## src/sv/occupancy_grid_shape_rasterizer_assert.svh

```systemverilog
// Assertion macros used by the rasterizer back end.
`ifndef OCCUPANCY_GRID_SHAPE_RASTERIZER_ASSERT_SVH
`define OCCUPANCY_GRID_SHAPE_RASTERIZER_ASSERT_SVH

// Consequence must hold in the same cycle as the antecedent.
`define OGSR_ASSERT_IMP(lbl, clk, rstn, ante, cons) \
    lbl: assert property (@(posedge clk) disable iff (!rstn) (ante) |-> (cons)) \
        else $error("ogsr assertion failed");

// Consequence must hold in the cycle after the antecedent.
`define OGSR_ASSERT_NXT(lbl, clk, rstn, ante, cons) \
    lbl: assert property (@(posedge clk) disable iff (!rstn) (ante) |=> (cons)) \
        else $error("ogsr assertion failed");

`endif

```

## src/sv/ogsr_pkg.sv

```systemverilog
package ogsr_pkg;

    // Grid capacity.
    localparam int MAX_COLS = 64;
    localparam int MAX_ROWS = 64;
    localparam int COL_W    = (MAX_COLS > 1) ? $clog2(MAX_COLS) : 1;
    localparam int ROW_W    = (MAX_ROWS > 1) ? $clog2(MAX_ROWS) : 1;
    localparam int CB_W     = $clog2(MAX_COLS + 1);
    localparam int RB_W     = $clog2(MAX_ROWS + 1);
    localparam int GRID_W   = (COL_W > ROW_W) ? COL_W : ROW_W;

    // Field widths.
    localparam int MODE_W  = 2;
    localparam int CRD_W   = 24;
    localparam int HALF_W  = 23;
    localparam int LAYER_W = 32;
    localparam int SEL_W   = 6;
    localparam int CS_W    = 20;
    localparam int SIZE_W  = 7;

    // Arithmetic widths.
    localparam int REL_W  = CRD_W + 1;
    localparam int SUM_W  = REL_W + 1;
    localparam int NUM_W  = REL_W;
    localparam int POS_W  = CS_W + GRID_W;
    localparam int D_W    = POS_W + 2;
    localparam int DM_W   = D_W - 1;
    localparam int SQ_W   = 2 * DM_W;
    localparam int R2_W   = 2 * HALF_W;
    localparam int DIST_W = SQ_W + 1;
    localparam int DCNT_W = $clog2(NUM_W + 1);

    // Configuration port.
    localparam int ADDR_W = 5;
    localparam int DATA_W = 32;
    localparam logic [2:0] REG_ORIGIN_X   = 3'd0;
    localparam logic [2:0] REG_ORIGIN_Y   = 3'd1;
    localparam logic [2:0] REG_CELL_SIZE  = 3'd2;
    localparam logic [2:0] REG_WIDTH      = 3'd3;
    localparam logic [2:0] REG_HEIGHT     = 3'd4;
    localparam logic [2:0] REG_LAYER_MASK = 3'd5;

    // Input modes.
    localparam logic [MODE_W-1:0] MODE_CLEAR = 2'd0;
    localparam logic [MODE_W-1:0] MODE_SHAPE = 2'd1;
    localparam logic [MODE_W-1:0] MODE_READ  = 2'd2;

    typedef enum logic [1:0] {
        OP_CLEAR,
        OP_SHAPE,
        OP_READ,
        OP_NULL
    } t_op;

    typedef struct packed {
        t_op                       op;
        logic                      circle;
        logic signed [REL_W-1:0]   rx;
        logic signed [REL_W-1:0]   ry;
        logic        [HALF_W-1:0]  ex;
        logic        [HALF_W-1:0]  ey;
        logic        [COL_W-1:0]   col;
        logic        [ROW_W-1:0]   row;
    } t_item;

    typedef struct packed {
        logic signed [CRD_W-1:0]   origin_x;
        logic signed [CRD_W-1:0]   origin_y;
        logic        [CS_W-1:0]    cell_size;
        logic        [CB_W-1:0]    cols;
        logic        [RB_W-1:0]    rows;
        logic        [LAYER_W-1:0] layer_mask;
    } t_cfg;

    typedef struct packed {
        logic blocked;
        logic applied;
    } t_res;

    typedef enum logic [3:0] {
        S_IDLE,
        S_DIV,
        S_BOUNDS,
        S_ROW_START,
        S_CELL_D,
        S_CELL_SQ,
        S_CELL_CMP,
        S_ROW_RD,
        S_ROW_WR,
        S_READ,
        S_DONE
    } t_state;

endpackage

```

## src/sv/ogsr_front.sv

```systemverilog
module ogsr_front (
    input  logic                             i_clk,
    input  logic                             i_rst_n,
    input  ogsr_pkg::t_cfg                   i_cfg,
    input  logic                             i_push,
    input  logic [ogsr_pkg::MODE_W-1:0]      i_mode,
    input  logic                             i_shape_kind,
    input  logic signed [ogsr_pkg::CRD_W-1:0] i_center_x,
    input  logic signed [ogsr_pkg::CRD_W-1:0] i_center_y,
    input  logic [ogsr_pkg::HALF_W-1:0]      i_half_x,
    input  logic [ogsr_pkg::HALF_W-1:0]      i_half_y,
    input  logic [ogsr_pkg::LAYER_W-1:0]     i_layer,
    input  logic [ogsr_pkg::SEL_W-1:0]       i_cell_col,
    input  logic [ogsr_pkg::SEL_W-1:0]       i_cell_row,
    output logic                             o_full,
    output logic                             o_valid,
    output ogsr_pkg::t_item                  o_item,
    input  logic                             i_pop
);

    ogsr_pkg::t_item n_item;
    ogsr_pkg::t_item r_q [2];
    logic            r_wp;
    logic            r_rp;
    logic [1:0]      r_cnt;
    logic            do_push;
    logic            do_pop;
    logic            in_grid;

    // Classify the incoming transaction and place the shape relative to the grid.
    always_comb begin
        in_grid = (int'(i_cell_col) < int'(i_cfg.cols)) &&
                  (int'(i_cell_row) < int'(i_cfg.rows));
        n_item.circle = i_shape_kind;
        n_item.rx  = (ogsr_pkg::REL_W)'(i_center_x) - (ogsr_pkg::REL_W)'(i_cfg.origin_x);
        n_item.ry  = (ogsr_pkg::REL_W)'(i_center_y) - (ogsr_pkg::REL_W)'(i_cfg.origin_y);
        n_item.ex  = i_half_x;
        n_item.ey  = i_shape_kind ? i_half_x : i_half_y;
        n_item.col = (ogsr_pkg::COL_W)'(i_cell_col);
        n_item.row = (ogsr_pkg::ROW_W)'(i_cell_row);
        unique case (i_mode)
            ogsr_pkg::MODE_CLEAR: begin
                n_item.op = ogsr_pkg::OP_CLEAR;
            end
            ogsr_pkg::MODE_SHAPE: begin
                n_item.op = ((i_layer & i_cfg.layer_mask) != '0) ?
                            ogsr_pkg::OP_SHAPE : ogsr_pkg::OP_NULL;
            end
            ogsr_pkg::MODE_READ: begin
                n_item.op = in_grid ? ogsr_pkg::OP_READ : ogsr_pkg::OP_NULL;
            end
            default: begin
                n_item.op = ogsr_pkg::OP_NULL;
            end
        endcase
    end

    assign o_full  = r_cnt == 2'd2;
    assign o_valid = r_cnt != 2'd0;
    assign o_item  = r_q[r_rp];
    assign do_push = i_push && !o_full;
    assign do_pop  = i_pop && o_valid;

    // Two-entry queue towards the back end.
    always_ff @(posedge i_clk) begin
        if (!i_rst_n) begin
            r_wp  <= 1'b0;
            r_rp  <= 1'b0;
            r_cnt <= 2'd0;
        end else begin
            if (do_push) begin
                r_wp <= ~r_wp;
            end
            if (do_pop) begin
                r_rp <= ~r_rp;
            end
            r_cnt <= r_cnt + {1'b0, do_push} - {1'b0, do_pop};
        end
    end

    always_ff @(posedge i_clk) begin
        if (do_push) begin
            r_q[r_wp] <= n_item;
        end
    end

endmodule

```

## config.mk

```make
export PLATFORM = sky130hd
export DESIGN_NAME = ogsr_front
export DESIGN_NICKNAME = d
export VERILOG_FILES = /design/src/sv/occupancy_grid_shape_rasterizer_assert.svh /design/src/sv/ogsr_pkg.sv /design/src/sv/ogsr_front.sv
export SDC_FILE = /design/constraint.sdc
export NUM_CORES = 1
export LEC_CHECK = 0
export ABC_AREA = 1
export BUFFER_PORTS_ARGS = -buffer_cell sky130_fd_sc_hd__buf_2
export CORE_MARGIN = 8
export CORE_UTILIZATION = 58
export CTS_BUF_LIST = sky130_fd_sc_hd__clkbuf_4
export CTS_CLUSTER_SIZE = 14
export DETAILED_ROUTE_END_ITERATION = 10
export MAX_ROUTING_LAYER = met4
export PLACE_DENSITY = 0.86
export SYNTH_ARGS = -nofsm -noshare
export SYNTH_HDL_FRONTEND = slang
export SYNTH_SLANG_ARGS = --single-unit
```

## constraint.sdc

```tcl
create_clock -name i_clk -period 19.9 [get_ports i_clk]
set_input_delay 2.985 -clock i_clk [delete_from_list [all_inputs] [get_ports i_clk]]
set_output_delay 2.985 -clock i_clk [all_outputs]
set_load 0.05 [all_outputs]
```

==> results.sh, run 1 <==
export IMPL_run_status="completed"
export IMPL_cpPeakStageDelay_ns=0.81
export IMPL_numPortBuffers=351
export IMPL_detailedRoute_firstPassIterationCount=5
export IMPL_layout_common_cells="sky130_fd_sc_hd__nand2_1, sky130_fd_sc_hd__buf_2, sky130_fd_sc_hd__inv_1"
export IMPL_timing_rr_start="r_cnt[0]"
export IMPL_cts_resized=0
export IMPL_yosys_area_top_type_share_pct=52.1
export IMPL_power_share_combinational_pct=40.1
export IMPL_wl_um=35600
export IMPL_tritoncts="done"
export IMPL_sequentialPowerShare_pct=38.0
export IMPL_clk_pin_slew_worst_paths_ns=0.06
export IMPL_first_global_vias=11000
export IMPL_clock_insertion_delay_worst_skew_ns=0.66
export IMPL_dr_wl_met2_um=17700
export IMPL_timing_setup_critical_path_class="reg2out"
export IMPL_clock_power_share_pct=21.9
export IMPL_average_via_count_per_standard_cell=5.10
export IMPL_multi_input_area_um2=5040
export IMPL_filler_cell_count=1642
export IMPL_io_pins=372
export IMPL_crit_path_cell_trace="buf_4, mux2_2, buf_2"
export IMPL_initialDrtViolationCount=622
export IMPL_ys_ff_latch=227
export IMPL_max_clock_freq_mhz=169
export IMPL_die_width_um=165
export IMPL_ff_latch_area_um2=6770
export IMPL_total_leakage_power_nw=7.67
export IMPL_final_min_clock_period_ns=5.93
export IMPL_crit_fanout=73
export IMPL_routedLengthMet1_um=14000
export IMPL_worst_slew_pin_transition_ns=0.986
export IMPL_antenna_found_initial=3
export IMPL_utilization_pct=71.7
export IMPL_clock_skew_ns=0.0499
export IMPL_met3_wirelength_um=2870
export IMPL_maxCapViolations=0
export IMPL_synth_cell_types=25
export IMPL_htree_num_levels=2
export IMPL_dp_final_hpwl_um=27500
export IMPL_cts_root_buffer="sky130_fd_sc_hd__clkbuf_4"
export IMPL_yosysWarningCount=0
export IMPL_syn_instance_count=1312
export IMPL_critPathCaptureType="output port"
export IMPL_max_clock_path_buffers=3
export IMPL_core_area_um2=21800
export IMPL_initial_core_util_pct=58.9
export IMPL_worstSetupStartpointType="flop"
export IMPL_dieHeight_um=165
export IMPL_setup_viol=0
export IMPL_rsz_0062_raised_after_global_routing="false"
export IMPL_internal_power_mw=1.02
export IMPL_number_of_max_slew_violations_in_the_final_report=0
export IMPL_ant_nets=0
export IMPL_area_growth_syn_to_layout_pct=21.8
export IMPL_grt_pass1_wl_um=54900
export IMPL_switching_share_pct=41.1
export IMPL_critical_path_arrival_ns=2.95
export IMPL_tritoncts_num_buffers=57
export IMPL_relSlewSlack_pct=34.3
export IMPL_final_period_utilization_pct=29.8
export IMPL_maximum_number_of_pins_on_one_net_before_global_route_repair=74
export IMPL_routed_wire_length_per_instance_um=17.5
export IMPL_r2r_cells=3
export IMPL_hold_path_startpoint="r_rp"
export IMPL_cts_setup_buffers=0
export IMPL_core_rowCount=54
export IMPL_power_density_normalized_to_cell_area_nw_per_um2=111
export IMPL_vias=10400
export IMPL_drc=0
export IMPL_finish_net_count=2034
export IMPL_worst_ep_required_time_ns=16.91
export IMPL_final_hold_violation_count=0
export IMPL_max_vdd_ir_drop_v=0.0000991
export IMPL_layout_cells_most_common="sky130_fd_sc_hd__nand2_1"
export IMPL_totalNegativeSetupSlack_ns=0
export IMPL_hold_depth=1
export IMPL_topRoutingLayerUsed="met4"
export IMPL_globalplace_congestion=0.952
export IMPL_power_net_switching_uw=711
export IMPL_grt_use_total_pct=26.7
export IMPL_total_grt_overflow=0
export IMPL_most_area_consuming_cells_after_synthesis="sky130_fd_sc_hd__edfxtp_1, sky130_fd_sc_hd__mux2_2, sky130_fd_sc_hd__nand2_1, sky130_fd_sc_hd__inv_1, sky130_fd_sc_hd__ha_1"
export IMPL_synth_fp_nets=1633
export IMPL_synth_yosys_seq_area_share_pct=52.8
export IMPL_synthDominantAreaCellType="sky130_fd_sc_hd__edfxtp_1"
export IMPL_post_synthesis_area_per_instance_um2=9.76
export IMPL_hold_path_class="reg2reg"
export IMPL_power_consumption_mw=1.73
export IMPL_cts_hold_buffers=0
export IMPL_die_area_um2=27100
export IMPL_tritoncts_num_sinks=227
export IMPL_cp_slowest_cell="sky130_fd_sc_hd__buf_4"
export IMPL_share_of_layout_cells_above_drive_strength_1_pct=34.4
export IMPL_post_synth_instance_area_um2=12800
area by class of cell:
cell class / instances / area share (%)
Multi-Input combinational cell: 819 / 32.3
Timing Repair Buffer: 356 / 11.5
Tap cell: 280 / 2.25
Clock inverter: 15 / 0.610
Sequential cell: 227 / 43.4
Inverter: 252 / 6.06
Clock buffer: 80 / 3.85
Antenna cell: 3 / 0.0481
synth_stat cells (all sizes together):
cell and instances:
a21oi 37, a22o 2, and2 3, and3 1, buf 14, dfxtp 5
edfxtp 222, fa 2, ha 60, inv 252, mux2 134, nand2 404
nand3 43, nand3b 4, nand4 14, nor2 75, nor3 5, o21ai 6
or2 2, xnor2 4, xor2 23
worst max-delay path: cells and delay by family, from the launching register on:
| kind | cells | cell delay, ns |
|---|---|---|
| multiplexers | 1 | 0.45 |
| buffers and inverters | 2 | 1.03 |
| flip-flops | 1 | 0.71 |
state kept, by name (all words and copies together) (netlist names), named ones only:
name and flops:
r_rp 1, r_cnt 2, r_wp 1, r_q 222
worst paths after layout:
path | endpoint | slack, ns
max | o_item[55] | 13.97
min | flop | 0.47
max reg2reg | r_q[1][57] | 17.26
min reg2reg | flop | 0.47
logic make-up (layout without fill, tap and decap cells):
logic type	count (synthesis)	count (layout)	share of synthesized area (%)
simple gates	551	551	17.6
other cells	0	3	0
xor+xnor	27	27	1.85
compound gates	45	45	1.82
fa+ha+maj	62	62	6.18
flops	227	227	52.8
mux	134	134	11.8
buf+inv	266	703	7.93
metrics by stage:
stage | hold WS (ns) | worst slack, ns | cells | instance area [um2]
floorplan | 0.425 | 11.51 | 1312 | 12800
finish | 0.475 | 13.97 | 2032 | 15600
CTS | 0.463 | 13.89 | 2029 | 15600
detailed placement | 0.450 | 14.62 | 1934 | 14900
global route | 0.493 | 13.79 | 2032 | 15600
global placement | 0.428 | 14.60 | 1934 | 14900
metal layers:
layer | up-vias | GRT usage [%]
met5 | - | -
met3 | 70 | 5.53
li1 | 5098 | -
met1 | 4733 | 30.0
met2 | 469 | 46.6
met4 | 0 | 9.30
power by group through the flow:
stage | clock network [mW] | registers, mW | logic, mW
2_1_floorplan | 0 | 0.661 | 0.525
3_5_place_dp | 0 | 0.667 | 0.692
6_report | 0.378 | 0.657 | 0.694
3_3_place_gp | 0 | 0.659 | 0.682
5_1_grt | 0.410 | 0.664 | 0.735
4_1_cts | 0.389 | 0.658 | 0.697
(Power assumes the default switching activity.)
==> run 2, diff against run 1 <==
Settings changed: CORE_UTILIZATION 58 to 49, PLACE_DENSITY 0.86 to 0.77.
Clock period 19.9 ns to 5 ns, I/O delays scaled along.
==> run 2 against run 1 <==
Power grew to 4.0 times the previous value. Hold slack lost 0.19 ns. Die area grew 17%. Critical endpoint is now o_item[90]. Largest cell class unchanged.
==> results.sh, run 2 (synthesized netlist as in run 1, its figures left out) <==
export IMPL_core_rowCount=59
export IMPL_initial_core_util_pct=49.6
export IMPL_worst_path_dominant_cell_family="buffers and inverters"
export IMPL_area_growth_syn_to_layout_pct=23.1
export IMPL_cts_hold_buffers=0
export IMPL_power_density_normalized_to_cell_area_nw_per_um2=441
export IMPL_detailedRoute_firstPassIterationCount=5
export IMPL_cts_root_buffer="sky130_fd_sc_hd__clkbuf_4"
export IMPL_critPathCaptureType="output port"
export IMPL_number_of_max_slew_violations_in_the_final_report=0
export IMPL_worstSetupStartpointType="flop"
export IMPL_maximum_number_of_pins_on_one_net_before_global_route_repair=102
export IMPL_largest_register_ff_count=222
export IMPL_tritoncts_num_buffers=58
export IMPL_dieHeight_um=178
export IMPL_clock_insertion_delay_worst_skew_ns=0.66
export IMPL_tritoncts="done"
export IMPL_finalInstanceArea_um2=15800
export IMPL_io_pins=372
export IMPL_run_status="completed"
export IMPL_antenna_found_initial=3
export IMPL_final_min_clock_period_ns=3.11
export IMPL_biggestRegsByFlops="r_q (222), r_cnt (2)"
export IMPL_most_flops_register="r_q"
export IMPL_met3_wirelength_um=2660
export IMPL_cp_buffers_inverters=2
export IMPL_vias=10400
export IMPL_cp_slowest_cell="sky130_fd_sc_hd__dfxtp_4"
export IMPL_clock_skew_ns=0.0201
export IMPL_final_period_utilization_pct=62.3
export IMPL_dr_wl_met2_um=16600
export IMPL_globalplace_congestion=0.929
export IMPL_finish_net_count=2035
export IMPL_dp_final_hpwl_um=26600
export IMPL_relSlewSlack_pct=34.8
export IMPL_first_global_vias=10600
export IMPL_routed_wire_length_per_instance_um=16.2
export IMPL_total_grt_overflow=0
export IMPL_critical_path_arrival_ns=2.36
export IMPL_share_of_layout_cells_above_drive_strength_1_pct=34.7
export IMPL_timing_setup_critical_path_class="reg2out"
export IMPL_worst_slew_pin_transition_ns=0.978
export IMPL_crit_fanout=101
export IMPL_average_via_count_per_standard_cell=4.93
export IMPL_totalNegativeSetupSlack_ns=0
export IMPL_setup_viol=0
export IMPL_placedCellCount=1989
export IMPL_die_width_um=178
export IMPL_r2r_cells=3
export IMPL_cpPeakStageDelay_ns=0.45
export IMPL_critical_path_depth=3
export IMPL_ant_nets=0
export IMPL_drc=0
export IMPL_core_area_um2=25800
export IMPL_timing_rr_start="r_cnt[0]"
export IMPL_grt_use_total_pct=21.4
export IMPL_routedLengthMet1_um=14200
export IMPL_layout_common_cells="sky130_fd_sc_hd__nand2_1, sky130_fd_sc_hd__buf_2, sky130_fd_sc_hd__inv_1"
export IMPL_reg2reg_setup_slack_ns=2.86
export IMPL_max_vdd_ir_drop_v=0.000443
export IMPL_max_clock_path_buffers=3
export IMPL_endpoint="o_item[90]"
export IMPL_final_hold_violation_count=0
export IMPL_post_dp_cell_area_um2=15000
export IMPL_max_clock_freq_mhz=321
export IMPL_hold_path_class="in2reg"
export IMPL_cts_resized=0
export IMPL_crit_path_cell_trace="buf_12, mux2_2, buf_2"
export IMPL_maxCapViolations=0
export IMPL_topRoutingLayerUsed="met4"
export IMPL_grt_pass1_wl_um=51900
export IMPL_initialDrtViolationCount=611
export IMPL_die_area_um2=31600
export IMPL_layout_cells_most_common="sky130_fd_sc_hd__nand2_1"
export IMPL_tritoncts_num_sinks=227
export IMPL_clk_pin_slew_worst_paths_ns=0.07
export IMPL_wl_um=34100
export IMPL_worstReg2RegEnd="r_q[1][103]"
export IMPL_cts_setup_buffers=0
export IMPL_htree_num_levels=2
export IMPL_total_leakage_power_nw=7.73
export IMPL_worst_ep_required_time_ns=4.25
export IMPL_layout_cells_non_filler=2102
export IMPL_numPortBuffers=351
export IMPL_rsz_0062_raised_after_global_routing="false"
[run 2: through the flow]
stage / worst slack (ns) / hold slack (ns) / util (%) / power (mW)
after floorplan: -1.15 / 0.425 / - / 4.72
after global placement: 2.40 / 0.434 / 58.0 / 5.36
after detailed placement: 2.38 / 0.445 / 58.0 / 5.41
after CTS: 1.84 / 0.212 / 61.0 / 7.04
after global routing: 1.79 / 0.210 / 61.0 / 7.31
final: 1.89 / 0.286 / 61.0 / 6.95
[run 2: layer usage]
metal  global-route usage [%]  vias to the layer above
met4                     6.15                        0
met5                        -                        -
met1                     25.4                     4797
met2                     36.4                      398
met3                     4.40                       54
li1                         -                     5113
[run 2: worst min-delay path by stage]
stage	start	end	slack, ns	cells after the start
6_report	i_half_x[2]	r_q[1][37]	0.29	1
5_1_grt	i_half_x[19]	r_q[1][54]	0.21	1
4_1_cts	i_half_x[19]	r_q[1][54]	0.21	1
3_5_place_dp	r_rp	r_rp	0.44	1
3_3_place_gp	r_rp	r_rp	0.43	1
2_1_floorplan	r_rp	flop	0.43	1
[run 2: area by class of cell]
| cell class | instances | area, um2 |
|---|---|---|
| antenna | 3 | 7.51 |
| tap | 335 | 419 |
| inverter | 252 | 946 |
| clock buffer | 86 | 646 |
| timing repair buffer | 356 | 1810 |
| fill | 2186 | 10100 |
| sequential | 227 | 6770 |
| clock inverter | 24 | 134 |
| multi-input combinational | 819 | 5040 |
[run 2: power by group]
group,internal (mW),switching [mW]
Sequential,2.50,0.0791
Combinational,0.767,2.01
Clock,0.850,0.748
Total,4.12,2.84
